File: src/hdl/exptok_pkg.sv
// Shared types, codes and character tables for the expression tokenizer.
`default_nettype none

package exptok_pkg;

  typedef enum logic [3:0] {
    KIND_END    = 4'd0,
    KIND_COS    = 4'd1,
    KIND_SIN    = 4'd2,
    KIND_TAN    = 4'd3,
    KIND_ADD    = 4'd4,
    KIND_SUB    = 4'd5,
    KIND_MUL    = 4'd6,
    KIND_DIV    = 4'd7,
    KIND_LPAREN = 4'd8,
    KIND_RPAREN = 4'd9,
    KIND_POW    = 4'd10,
    KIND_LN     = 4'd11,
    KIND_CONST  = 4'd12,
    KIND_VAR    = 4'd13,
    KIND_ERROR  = 4'd14
  } kind_t;

  typedef enum logic [2:0] {
    MODE_IDLE    = 3'd0,
    MODE_CONST   = 3'd1,
    MODE_VAR     = 3'd2,
    MODE_PREFIX  = 3'd3,
    MODE_DISCARD = 3'd4
  } mode_t;

  // keyword prefix codes
  localparam logic [2:0] PFX_NONE = 3'd0;
  localparam logic [2:0] PFX_C    = 3'd1;
  localparam logic [2:0] PFX_CO   = 3'd2;
  localparam logic [2:0] PFX_S    = 3'd3;
  localparam logic [2:0] PFX_SI   = 3'd4;
  localparam logic [2:0] PFX_T    = 3'd5;
  localparam logic [2:0] PFX_TA   = 3'd6;
  localparam logic [2:0] PFX_L    = 3'd7;

  localparam logic [11:0] START_MAX  = 12'd4095;
  localparam logic [12:0] LENGTH_MAX = 13'd8191;

  typedef struct packed {
    logic [12:0] length;
    logic [11:0] start;
    kind_t       kind;
  } token_t;

  function automatic logic is_digit(input logic [7:0] c);
    return (c >= "0") && (c <= "9");
  endfunction

  function automatic logic is_alnum(input logic [7:0] c);
    return is_digit(c) || ((c >= "a") && (c <= "z")) || ((c >= "A") && (c <= "Z"));
  endfunction

  // single-character token kind, KIND_END when none
  function automatic kind_t op_kind(input logic [7:0] c);
    kind_t k;
    case (c)
      "+":     k = KIND_ADD;
      "-":     k = KIND_SUB;
      "*":     k = KIND_MUL;
      "/":     k = KIND_DIV;
      "(":     k = KIND_LPAREN;
      ")":     k = KIND_RPAREN;
      "^":     k = KIND_POW;
      default: k = KIND_END;
    endcase
    return k;
  endfunction

  // prefix code started by a character, PFX_NONE when none
  function automatic logic [2:0] first_prefix(input logic [7:0] c);
    logic [2:0] p;
    case (c)
      "c":     p = PFX_C;
      "s":     p = PFX_S;
      "t":     p = PFX_T;
      "l":     p = PFX_L;
      default: p = PFX_NONE;
    endcase
    return p;
  endfunction

  function automatic logic [7:0] prefix_next_char(input logic [2:0] p);
    logic [7:0] c;
    case (p)
      PFX_C:   c = "o";
      PFX_CO:  c = "s";
      PFX_S:   c = "i";
      PFX_SI:  c = "n";
      PFX_T:   c = "a";
      PFX_TA:  c = "n";
      PFX_L:   c = "n";
      default: c = 8'd0;
    endcase
    return c;
  endfunction

  // keyword completed from a prefix, KIND_END when it only advances
  function automatic kind_t prefix_done_kind(input logic [2:0] p);
    kind_t k;
    case (p)
      PFX_CO:  k = KIND_COS;
      PFX_SI:  k = KIND_SIN;
      PFX_TA:  k = KIND_TAN;
      PFX_L:   k = KIND_LN;
      default: k = KIND_END;
    endcase
    return k;
  endfunction

endpackage

`default_nettype wire

File: src/hdl/expression_tokenizer.sv
// Expression tokenizer: one character per transaction in, tokens out.
//
//  channel  direction  tdata                          tlast
//  s_*      in         character[7:0]                 last_char
//  m_*      out        kind[3:0] start[15:4]          last_of_run
//                      length[28:16], zero[31:29]
//
// Each accepted character is lexed into a result register of up to three tokens;
// these leave at one per cycle while m_tready is high. s_tready is high while the
// register is empty or its final token is taken, so with m_tready high a character
// causing one token or none keeps the input at one per cycle; more tokens stall it.
// rst returns the lexer to token start with position zero; no clearing pass.
`default_nettype none

module expression_tokenizer #(
  parameter int MAX_CHARS = 4096
) (
  input  wire logic        clk,
  input  wire logic        rst,
  input  wire logic        s_tvalid,
  output      logic        s_tready,
  input  wire logic [7:0]  s_tdata,   // character
  input  wire logic        s_tlast,   // last_char
  output      logic        m_tvalid,
  input  wire logic        m_tready,
  output      logic [31:0] m_tdata,   // token_kind, token_start, token_length, zero pad
  output      logic        m_tlast    // last_of_run
);

  localparam int PW = $clog2(MAX_CHARS + 1);
  localparam int EW = (PW > 13) ? PW : 13;
  localparam logic [PW-1:0] MAX_POS = PW'(MAX_CHARS);
  localparam logic [PW-1:0] ONE     = PW'(1);

  function automatic logic [11:0] sat_start(input logic [PW-1:0] v);
    logic [EW-1:0] e;
    e = EW'(v);
    return (e > EW'(exptok_pkg::START_MAX)) ? exptok_pkg::START_MAX : e[11:0];
  endfunction

  function automatic logic [12:0] sat_length(input logic [PW-1:0] v);
    logic [EW-1:0] e;
    e = EW'(v);
    return (e > EW'(exptok_pkg::LENGTH_MAX)) ? exptok_pkg::LENGTH_MAX : e[12:0];
  endfunction

  // lexer state
  exptok_pkg::mode_t mode, mode_next, mode_a;
  logic [2:0]        prefix, prefix_next, prefix_a;
  logic [PW-1:0]     start_pos, start_pos_next, start_a;
  logic [PW-1:0]     pos, pos_next, pos_a;

  // result register
  exptok_pkg::token_t slot [3];
  logic [1:0]         cnt;
  logic [1:0]         idx;
  logic               full;

  // decode
  logic              accept;
  logic              drain_last;
  logic              do_char;
  logic              in_discard;
  logic              overflow;
  logic              run_mode;
  logic              match;
  logic              run_ends;
  logic              starts_token;
  logic              c_digit;
  logic              c_alnum;
  logic              c_space;
  exptok_pkg::kind_t c_op;
  exptok_pkg::kind_t done_kind;
  logic [2:0]        c_prefix;

  // token candidates in emission order
  exptok_pkg::token_t cand [4];
  logic [3:0]         cand_vld;
  exptok_pkg::token_t slot_new [3];
  logic [2:0]         n_new;

  assign c_digit   = exptok_pkg::is_digit(s_tdata);
  assign c_alnum   = exptok_pkg::is_alnum(s_tdata);
  assign c_space   = (s_tdata == " ");
  assign c_op      = exptok_pkg::op_kind(s_tdata);
  assign c_prefix  = exptok_pkg::first_prefix(s_tdata);
  assign done_kind = exptok_pkg::prefix_done_kind(prefix);

  assign do_char    = !(s_tlast && (s_tdata == 8'd0));
  assign in_discard = (mode == exptok_pkg::MODE_DISCARD);
  assign overflow   = (pos >= MAX_POS);
  assign run_mode   = (mode == exptok_pkg::MODE_CONST) || (mode == exptok_pkg::MODE_VAR) ||
                      (mode == exptok_pkg::MODE_PREFIX);
  assign match      = (mode == exptok_pkg::MODE_PREFIX) && (prefix != exptok_pkg::PFX_NONE) &&
                      (s_tdata == exptok_pkg::prefix_next_char(prefix));

  always_comb begin
    run_ends = 1'b0;
    if (do_char && !in_discard) begin
      if (overflow) begin
        run_ends = run_mode;
      end else begin
        case (mode)
          exptok_pkg::MODE_PREFIX: run_ends = !match && !c_alnum;
          exptok_pkg::MODE_CONST:  run_ends = !c_digit;
          exptok_pkg::MODE_VAR:    run_ends = !c_alnum;
          default:                 run_ends = 1'b0;
        endcase
      end
    end
  end

  assign starts_token = do_char && !in_discard && !overflow &&
                        ((mode == exptok_pkg::MODE_IDLE) || run_ends);

  // next state
  always_comb begin
    mode_a   = mode;
    prefix_a = prefix;
    start_a  = start_pos;
    pos_a    = pos;
    if (do_char) begin
      if (in_discard) begin
        if (pos < MAX_POS) begin
          pos_a = pos + ONE;
        end
      end else if (overflow) begin
        mode_a   = exptok_pkg::MODE_DISCARD;
        prefix_a = exptok_pkg::PFX_NONE;
      end else if (starts_token) begin
        pos_a    = pos + ONE;
        mode_a   = exptok_pkg::MODE_IDLE;
        prefix_a = exptok_pkg::PFX_NONE;
        if (!c_space && (c_op == exptok_pkg::KIND_END)) begin
          start_a = pos;
          if (c_prefix != exptok_pkg::PFX_NONE) begin
            mode_a   = exptok_pkg::MODE_PREFIX;
            prefix_a = c_prefix;
          end else if (c_digit) begin
            mode_a = exptok_pkg::MODE_CONST;
          end else if (c_alnum) begin
            mode_a = exptok_pkg::MODE_VAR;
          end else begin
            mode_a = exptok_pkg::MODE_DISCARD;
          end
        end
      end else begin
        pos_a = pos + ONE;
        if (match) begin
          if (done_kind != exptok_pkg::KIND_END) begin
            mode_a   = exptok_pkg::MODE_IDLE;
            prefix_a = exptok_pkg::PFX_NONE;
          end else begin
            prefix_a = prefix + 3'd1;
          end
        end else if (mode == exptok_pkg::MODE_PREFIX) begin
          mode_a   = exptok_pkg::MODE_VAR;
          prefix_a = exptok_pkg::PFX_NONE;
        end
      end
    end
    if (s_tlast) begin
      mode_next      = exptok_pkg::MODE_IDLE;
      prefix_next    = exptok_pkg::PFX_NONE;
      start_pos_next = '0;
      pos_next       = '0;
    end else begin
      mode_next      = mode_a;
      prefix_next    = prefix_a;
      start_pos_next = start_a;
      pos_next       = pos_a;
    end
  end

  // tokens caused by this character
  always_comb begin
    for (int i = 0; i < 4; i++) begin
      cand[i] = '{length: 13'd0, start: 12'd0, kind: exptok_pkg::KIND_END};
    end
    cand_vld = 4'b0000;

    // pending run ended by this character
    cand_vld[0]      = run_ends;
    cand[0].kind     = (mode == exptok_pkg::MODE_CONST) ? exptok_pkg::KIND_CONST
                                                        : exptok_pkg::KIND_VAR;
    cand[0].start    = sat_start(start_pos);
    cand[0].length   = sat_length(pos - start_pos);

    // operator, keyword or error
    cand[1].length = 13'd1;
    cand[1].start  = sat_start(pos);
    if (do_char && !in_discard && overflow) begin
      cand_vld[1]   = 1'b1;
      cand[1].kind  = exptok_pkg::KIND_ERROR;
      cand[1].start = sat_start(MAX_POS);
    end else if (starts_token && (c_op != exptok_pkg::KIND_END)) begin
      cand_vld[1]  = 1'b1;
      cand[1].kind = c_op;
    end else if (starts_token && !c_space && !c_alnum) begin
      cand_vld[1]  = 1'b1;
      cand[1].kind = exptok_pkg::KIND_ERROR;
    end else if (do_char && !in_discard && !overflow && match &&
                 (done_kind != exptok_pkg::KIND_END)) begin
      cand_vld[1]    = 1'b1;
      cand[1].kind   = done_kind;
      cand[1].start  = sat_start(start_pos);
      cand[1].length = sat_length(pos + ONE - start_pos);
    end

    // run still open at the end of the expression
    cand_vld[2]    = s_tlast && ((mode_a == exptok_pkg::MODE_CONST) ||
                                 (mode_a == exptok_pkg::MODE_VAR) ||
                                 (mode_a == exptok_pkg::MODE_PREFIX));
    cand[2].kind   = (mode_a == exptok_pkg::MODE_CONST) ? exptok_pkg::KIND_CONST
                                                         : exptok_pkg::KIND_VAR;
    cand[2].start  = sat_start(start_a);
    cand[2].length = sat_length(pos_a - start_a);

    // end marker
    cand_vld[3]    = s_tlast;
    cand[3].kind   = exptok_pkg::KIND_END;
    cand[3].start  = sat_start(pos_a);
    cand[3].length = 13'd0;
  end

  always_comb begin
    for (int i = 0; i < 3; i++) begin
      slot_new[i] = cand[3];
    end
    n_new = 3'd0;
    for (int i = 0; i < 4; i++) begin
      if (cand_vld[i]) begin
        if (n_new < 3'd3) begin
          slot_new[n_new[1:0]] = cand[i];
        end
        n_new = n_new + 3'd1;
      end
    end
  end

  assign drain_last = full && m_tready && (idx == cnt - 2'd1);
  assign s_tready   = !full || drain_last;
  assign accept     = s_tvalid && s_tready;

  assign m_tvalid = full;
  assign m_tdata  = {3'b000, slot[idx]};
  assign m_tlast  = (idx == cnt - 2'd1);

  always_ff @(posedge clk) begin
    if (rst) begin
      mode      <= exptok_pkg::MODE_IDLE;
      prefix    <= exptok_pkg::PFX_NONE;
      start_pos <= '0;
      pos       <= '0;
      full      <= 1'b0;
      idx       <= 2'd0;
      cnt       <= 2'd0;
    end else begin
      if (accept) begin
        mode      <= mode_next;
        prefix    <= prefix_next;
        start_pos <= start_pos_next;
        pos       <= pos_next;
      end
      if (accept && (n_new != 3'd0)) begin
        full <= 1'b1;
        idx  <= 2'd0;
        cnt  <= n_new[1:0];
      end else if (drain_last) begin
        full <= 1'b0;
        idx  <= 2'd0;
      end else if (full && m_tready) begin
        idx <= idx + 2'd1;
      end
    end
  end

  always_ff @(posedge clk) begin
    if (accept && (n_new != 3'd0)) begin
      for (int i = 0; i < 3; i++) begin
        slot[i] <= slot_new[i];
      end
    end
  end

endmodule

`default_nettype wire
File: config.mk
export PLATFORM = sky130hd
export DESIGN_NAME = expression_tokenizer
export DESIGN_NICKNAME = d
export VERILOG_FILES = /design/src/hdl/exptok_pkg.sv /design/src/hdl/expression_tokenizer.sv
export SDC_FILE = /design/constraint.sdc
export NUM_CORES = 1
export LEC_CHECK = 0
export BUFFER_PORTS_ARGS = -buffer_cell sky130_fd_sc_hd__buf_2
export CAP_MARGIN = 30
export CORE_UTILIZATION = 35
export DETAILED_ROUTE_END_ITERATION = 8
export PLACE_DENSITY = 0.62
export SETUP_SLACK_MARGIN = 0.2
export SKIP_LAST_GASP = 1
export SLEW_MARGIN = 20
export SYNTH_ARGS = -nofsm -noshare
export SYNTH_HDL_FRONTEND = slang
export SYNTH_SLANG_ARGS = --single-unit
File: constraint.sdc
create_clock -name clk -period 17.8 [get_ports clk]
set_clock_uncertainty 0.05 [all_clocks]
set_input_delay 0.89 -clock clk [delete_from_list [all_inputs] [get_ports clk]]
set_output_delay 0.89 -clock clk [all_outputs]
set_load 0.01 [all_outputs]
==> flow_summary.yaml, run 1 <==
global_route:
  grt_max_degree: 86
  antenna_found_initial: 0
  grt_util_all_layers: 0.196
  first_global_vias: 7977
  grt-busiest-layer: "met2"
  grt_pass1_wl_um: 43900
  grt_use_met1: 0.274
  grt-ovfl-total: 0
  use_met3: 0.0395
  grt_util_met2: 0.300
critical_path:
  rrSetupSlack_ns: 11.62
  cp_max_fo: 63
  path_cells: "buf_2 -> or4_4 -> o221ai_2 -> nand2_2 -> nor2_1 -> a21boi_2 -> o2111ai_4 -> buf_4 -> o211ai_1 -> a21oi_1 -> fa_1 -> ha_1 -> nand3_1 -> a2111oi_0 -> a211o_1 -> a21oi_4 -> buf_4 -> buf_16"
  critPathArrivalTime_ns: 6.28
  slowest_stage: "fa_1"
  cpPeakStageDelay_ns: 0.74
  reg2reg_from: "prefix[0]"
  reg2reg_depth: 18
  endpoint_kind: "register"
  crit_type: "in2reg"
  path_common_cell: "buf_4"
  r2r-end: "slot[2][26]"
  critPathLaunchType: "input pin"
  required_ns: 17.89
final_layout:
  drive_gt1_frac: 0.127
  fillers: 2850
  antenna_cells: 0
  area_growth_pct: 11.6
  nets: 1226
floorplan:
  start_util: 0.356
  die-area_mm2: 0.0289
  core_mm2: 0.0278
  row_count: 61
  num_io_pins: 48
  chipWidth_um: 170
  die_h_um: 170
sta:
  drv_slew: 0
  relSlewSlack: 0.341
  setup_tns_ns: 0
  finalCriticalPeriod_ns: 6.19
  finalWorstSetupSlack_ns: 11.61
  timing.final.crit_share: 0.348
  rsz0062_at_grt: "false"
  worstMarginPinSlew_ns: 0.985
  clock.fmax_mhz: 162
  final-setup-viol-count: 0
  hold_viol: 0
power_and_ir_drop:
  irDropWorstVdd_v: 0.0000624
  p_leak_nw: 3.86
  pwr-share-comb: 0.207
  clockPowerShare: 0.394
  power_switching_mw: 0.267
  sw_frac_of_total: 0.303
  p_per_area_mw_per_mm2: 80.1
  p_seq_frac: 0.399
  internal_power_mw: 0.616
synth:
  syn-cell-area_mm2: 0.00988
  synthArstFlopShare: 0
  synth_seq_cells: 124
  synthCells: 1156
  ys.flop_type: "edfxtp_1"
  ys_warn_count: 0
  synth_edf_count: 85
  yosysUniqueCellTypes: 84
  syn_area_per_cell_um2: 8.55
  yosysSeqAreaShare: 0.337
cts:
  clk_pin_slew_ns: 0.06
  htree_levels: 4
  cts.sink_count: 124
  ctsHoldBuffers: 0
  clock-root-buffer: "clkbuf_16"
  postCtsSetupBuffers: 0
  cts_tree: "done"
  cts-resized-gates: 0
  clock_path_buffers: 2
  clk_latency_ns: 0.43
  cts_buffers: 17
hold_path:
  min_to: "cnt[1]"
  min_path_cells: 2
  hp-class: "reg2reg"
  holdCritStartpoint: "cnt[1]"
drt:
  num_vias: 8571
  viasPerCell: 5.54
  drt_iter0_drc: 785
  drc: 0
  routedWlPerCell_um: 18.1
  ant_nets: 0
  first_pass_iters: 5
  routed_wl_um: 28000
run:
  maxCapViolations: 0
place:
  dp_hpwl_um: 20200
  post-place-ws_ns: 11.14
  port_buffers: 44
  gp_congestion: 0.918
run_status:
  outcome: "finished, final reports clean"
synthesized netlist by cell type, drive strengths merged (6+ instances only):
cell type,count,area (um^2)
nor2,143,547
nand2,127,479
edfxtp,85,2550
o21ai,81,409
a21oi,64,343
ha,53,663
clkbuf,51,193
mux2i,48,480
inv,46,173
a22oi,39,333
dfxtp,39,781
nor3,39,200
xnor2,34,298
buf,29,153
xor2,24,210
a211oi,23,185
nand3,20,100
nor2b,18,113
a2bb2oi,15,131
a31oi,15,93.8
or2,15,93.8
and3,11,68.8
nand2b,11,68.8
mux2,10,113
a221oi,8,87.6
o22ai,8,56.3
o2bb2ai,7,61.3
or3,7,43.8
a21o,6,45.0
routing by layer:
metal,part of all wire,vias up
met5,0,-
met4,0.015,0
met3,0.072,31
met2,0.44,299
met1,0.47,4053
li1,-,4188
cell families after synthesis:
group,share of synthesized area
XOR/XNOR,0.0537
multiplexers,0.0600
adder cells (fa/ha/maj),0.0752
other,0.000380
AO/OA/AOI/OAI,0.230
AND/OR/NAND/NOR,0.191
flip-flops,0.337
buffers and inverters,0.0524
cell type report:
cell class,instances,area (um^2),area share
clock buffer,17,425,0.0386
clock inverter,15,161,0.0146
inverter,46,173,0.0157
multi-input combinational,908,6060,0.550
sequential,124,3330,0.302
tap,378,473,0.0429
timing repair buffer,59,397,0.0360
state kept, by name, summed over array words and instances, names as in the netlist, named ones only:
name / flops
mode: 3
start_pos: 13
prefix: 3
m_tvalid: 1
idx: 2
slot: 85
cnt: 2
pos: 13
cells in the final DEF (no fill, tap or decap), drive strengths merged, types with 17 or more instances in the layout:
cell    Yosys  final
buf        29     59
inv        46     51
a22oi      39     39
xnor2      34     34
nor2b      18     18
nand3      20     20
nor3       39     39
clkbuf     51     17
edfxtp     85     85
nor2      143    143
a211oi     23     23
ha         53     53
dfxtp      39     39
xor2       24     24
o21ai      81     81
nand2     127    127
mux2i      48     48
a21oi      64     64
worst max path at each step:
stage	from	to	depth (start not counted)
finish	s_tdata[0]	slot[2][26]	18
global route	prefix[0]	slot[0][25]	18
CTS	prefix[0]	slot[1][25]	18
detailed placement	s_tlast	slot[1][25]	17
global placement	s_tlast	slot[0][25]	17
floorplan	s_tdata[0]	slot[0][0]	15
per-stage QoR:
stage | hold slack [ns] | instances | util | total power, mW | instance area, um^2
final | 0.470 | 1547 | 0.397 | 0.883 | 11000
after CTS | 0.478 | 1543 | 0.394 | 0.886 | 10900
after floorplan | 0.427 | 1158 | - | 0.487 | 9890
after global placement | 0.459 | 1510 | 0.372 | 0.534 | 10300
after global routing | 0.484 | 1547 | 0.397 | 0.922 | 11000
after detailed placement | 0.462 | 1511 | 0.373 | 0.537 | 10300
critical path, delay by kind of cell:
| kind | cells | cell delay, ns |
|---|---|---|
| and+or+nand+nor | 4 | 0.99 |
| AOI/OAI and AO/OA | 8 | 2.34 |
| buffers and inverters | 4 | 0.99 |
| adders and majority gates | 2 | 1.00 |
power groups by stage:
stage,sequential [mW],combinational (mW),clock (mW)
after floorplan,0.359,0.129,0
after global placement,0.359,0.175,0
after detailed placement,0.361,0.177,0
after CTS,0.354,0.178,0.354
after global routing,0.355,0.201,0.365
final,0.352,0.183,0.348
No activity file was read; power rests on OpenSTA's default activity.
==> inputs of run 2 (changes only) <==
PLACE_DENSITY = 0.64   (was 0.62)
clock period = 5.2 ns   (was 17.8 ns; I/O delays follow)
==> flow_summary.yaml, run 2 (synthesis gave the netlist of run 1 again) <==
cts:
  clk_latency_ns: 0.42
  clock_path_buffers: 2
  clock-root-buffer: "clkbuf_16"
  cts.sink_count: 124
  clk_pin_slew_ns: 0.06
  ctsHoldBuffers: 0
  cts_buffers: 17
  htree_levels: 4
  cts_tree: "done"
critical_path:
  r2r-end: "slot[0][13]"
  reg2reg_from: "prefix[2]"
  crit_type: "reg2reg"
  cp_num_buf_inv: 4
  cpLargestDelayFamily: "compound AO/OA/AOI/OAI gates"
  critPathArrivalTime_ns: 5.00
  endpoint_kind: "register"
  required_ns: 5.31
  cpPeakStageDelay_ns: 0.61
  critPathLaunchType: "register"
  path_cells: "inv_1 -> ha_1 -> nor3_1 -> and3_1 -> o31a_1 -> o21ai_2 -> a21boi_4 -> o2111ai_4 -> buf_12 -> o211ai_1 -> a21oi_2 -> fa_1 -> ha_2 -> nand3_1 -> a2111oi_4 -> a211o_1 -> a21oi_4 -> buf_12 -> clkbuf_16"
  reg2reg_depth: 19
  rrSetupSlack_ns: 0.31
  path_common_cell: "buf_12"
  slowest_stage: "fa_1"
  cp_max_fo: 22
sta:
  rsz0062_at_grt: "true"
  worstMarginPinSlew_ns: 0.816
  clock.fmax_mhz: 205
  drv_slew: 0
  hold_viol: 0
  finalCriticalPeriod_ns: 4.89
  relSlewSlack: 0.456
  timing.final.crit_share: 0.940
  final-setup-viol-count: 0
place:
  dp_hpwl_um: 20500
  port_buffers: 44
  gp_congestion: 0.917
drt:
  first_pass_iters: 5
  viasPerCell: 5.47
  drc: 0
  drt_iter0_drc: 840
  ant_nets: 0
  num_vias: 8714
  routed_wl_um: 28300
  routedWlPerCell_um: 17.8
floorplan:
  core_mm2: 0.0278
  die_h_um: 170
  die-area_mm2: 0.0289
  chipWidth_um: 170
  row_count: 61
  num_io_pins: 48
  start_util: 0.356
power_and_ir_drop:
  irDropWorstVdd_v: 0.000193
  finalPower_mw: 3.18
  p_leak_nw: 4.15
  p_per_area_mw_per_mm2: 273
final_layout:
  final_common_cell: "nor2_1"
  area_growth_pct: 17.7
  regMostFlops: "slot"
  reg_top3: "slot: 85 flops, pos: 13 flops, start_pos: 13 flops"
  final_cell_mix: "nor2_1, nand2_1, edfxtp_1"
  final_util: 0.418
  nets: 1272
  largest_reg_flops: 85
  drive_gt1_frac: 0.180
  antenna_cells: 0
global_route:
  first_global_vias: 8011
  grt_max_degree: 86
  grt_util_all_layers: 0.193
  antenna_found_initial: 0
  grt_pass1_wl_um: 44000
  grt-ovfl-total: 0
hold_path:
  hp-class: "in2reg"
  holdCritStartpoint: "s_tvalid"
  min_path_cells: 3
  min_to: "m_tvalid"
run:
  maxCapViolations: 0
run_status:
  outcome: "finished, final reports clean"
run 2: routing by layer:
layer | part of all wire | vias up | track usage
li1 | - | 4269 | -
met1 | 0.48 | 4135 | 0.278
met2 | 0.44 | 290 | 0.293
met3 | 0.061 | 20 | 0.0356
met4 | 0.016 | 0 | 0.0564
met5 | 0 | - | 0
run 2: worst max path at each step:
stage / to / from / slack [ns] / cells after the start
after floorplan: slot[0][0] / prefix[0] / -0.37 / 16
after global placement: slot[0][26] / prefix[2] / 0.12 / 21
after detailed placement: slot[0][28] / prefix[2] / 0.004 / 21
after CTS: slot[0][26] / prefix[1] / 0.23 / 18
after global routing: slot[0][27] / prefix[1] / 0.17 / 22
final: slot[0][13] / prefix[2] / 0.31 / 19
run 2: tightest hold or removal path: stages:
cell	delay [ns]
buf_2	0.11
a21oi_1	0.12
a311oi_1	0.06
run 2: stage by stage:
stage / setup slack, ns / cells / TNS [ns] / hold slack (ns) / cell area (um^2)
after floorplan: -0.371 / 1158 / -31.57 / 0.399 / 9990
after global routing: 0.167 / 1593 / 0 / 0.183 / 11600
after detailed placement: 0.00411 / 1548 / 0 / 0.464 / 10700
after global placement: 0.123 / 1547 / 0 / 0.453 / 10700
final: 0.312 / 1593 / 0 / 0.144 / 11600
after CTS: 0.228 / 1581 / 0 / 0.123 / 11400
run 2: what timing repair did:
item / CTS / global route
gates cloned: 1 / 3
pin swaps: 1 / 11
setup buffers: 0 / 9
resized for setup: 5 / 19
endpoints found under the setup margin: 119 / 153
hold endpoints to repair: 0 / 0
run 2: layout make-up:
type,count,area (um^2)
fillers,2745,16200
multi-input cells,908,6210
flip-flops and latches,124,3340
repair buffers,105,792
well taps,378,473
clock buffers,18,429
clock inverters,14,206
inverters,46,173
run 2: where the power goes:
group / internal, mW / switching, mW
clock network: 0.812 / 0.465
registers: 1.17 / 0.0322
logic: 0.270 / 0.424
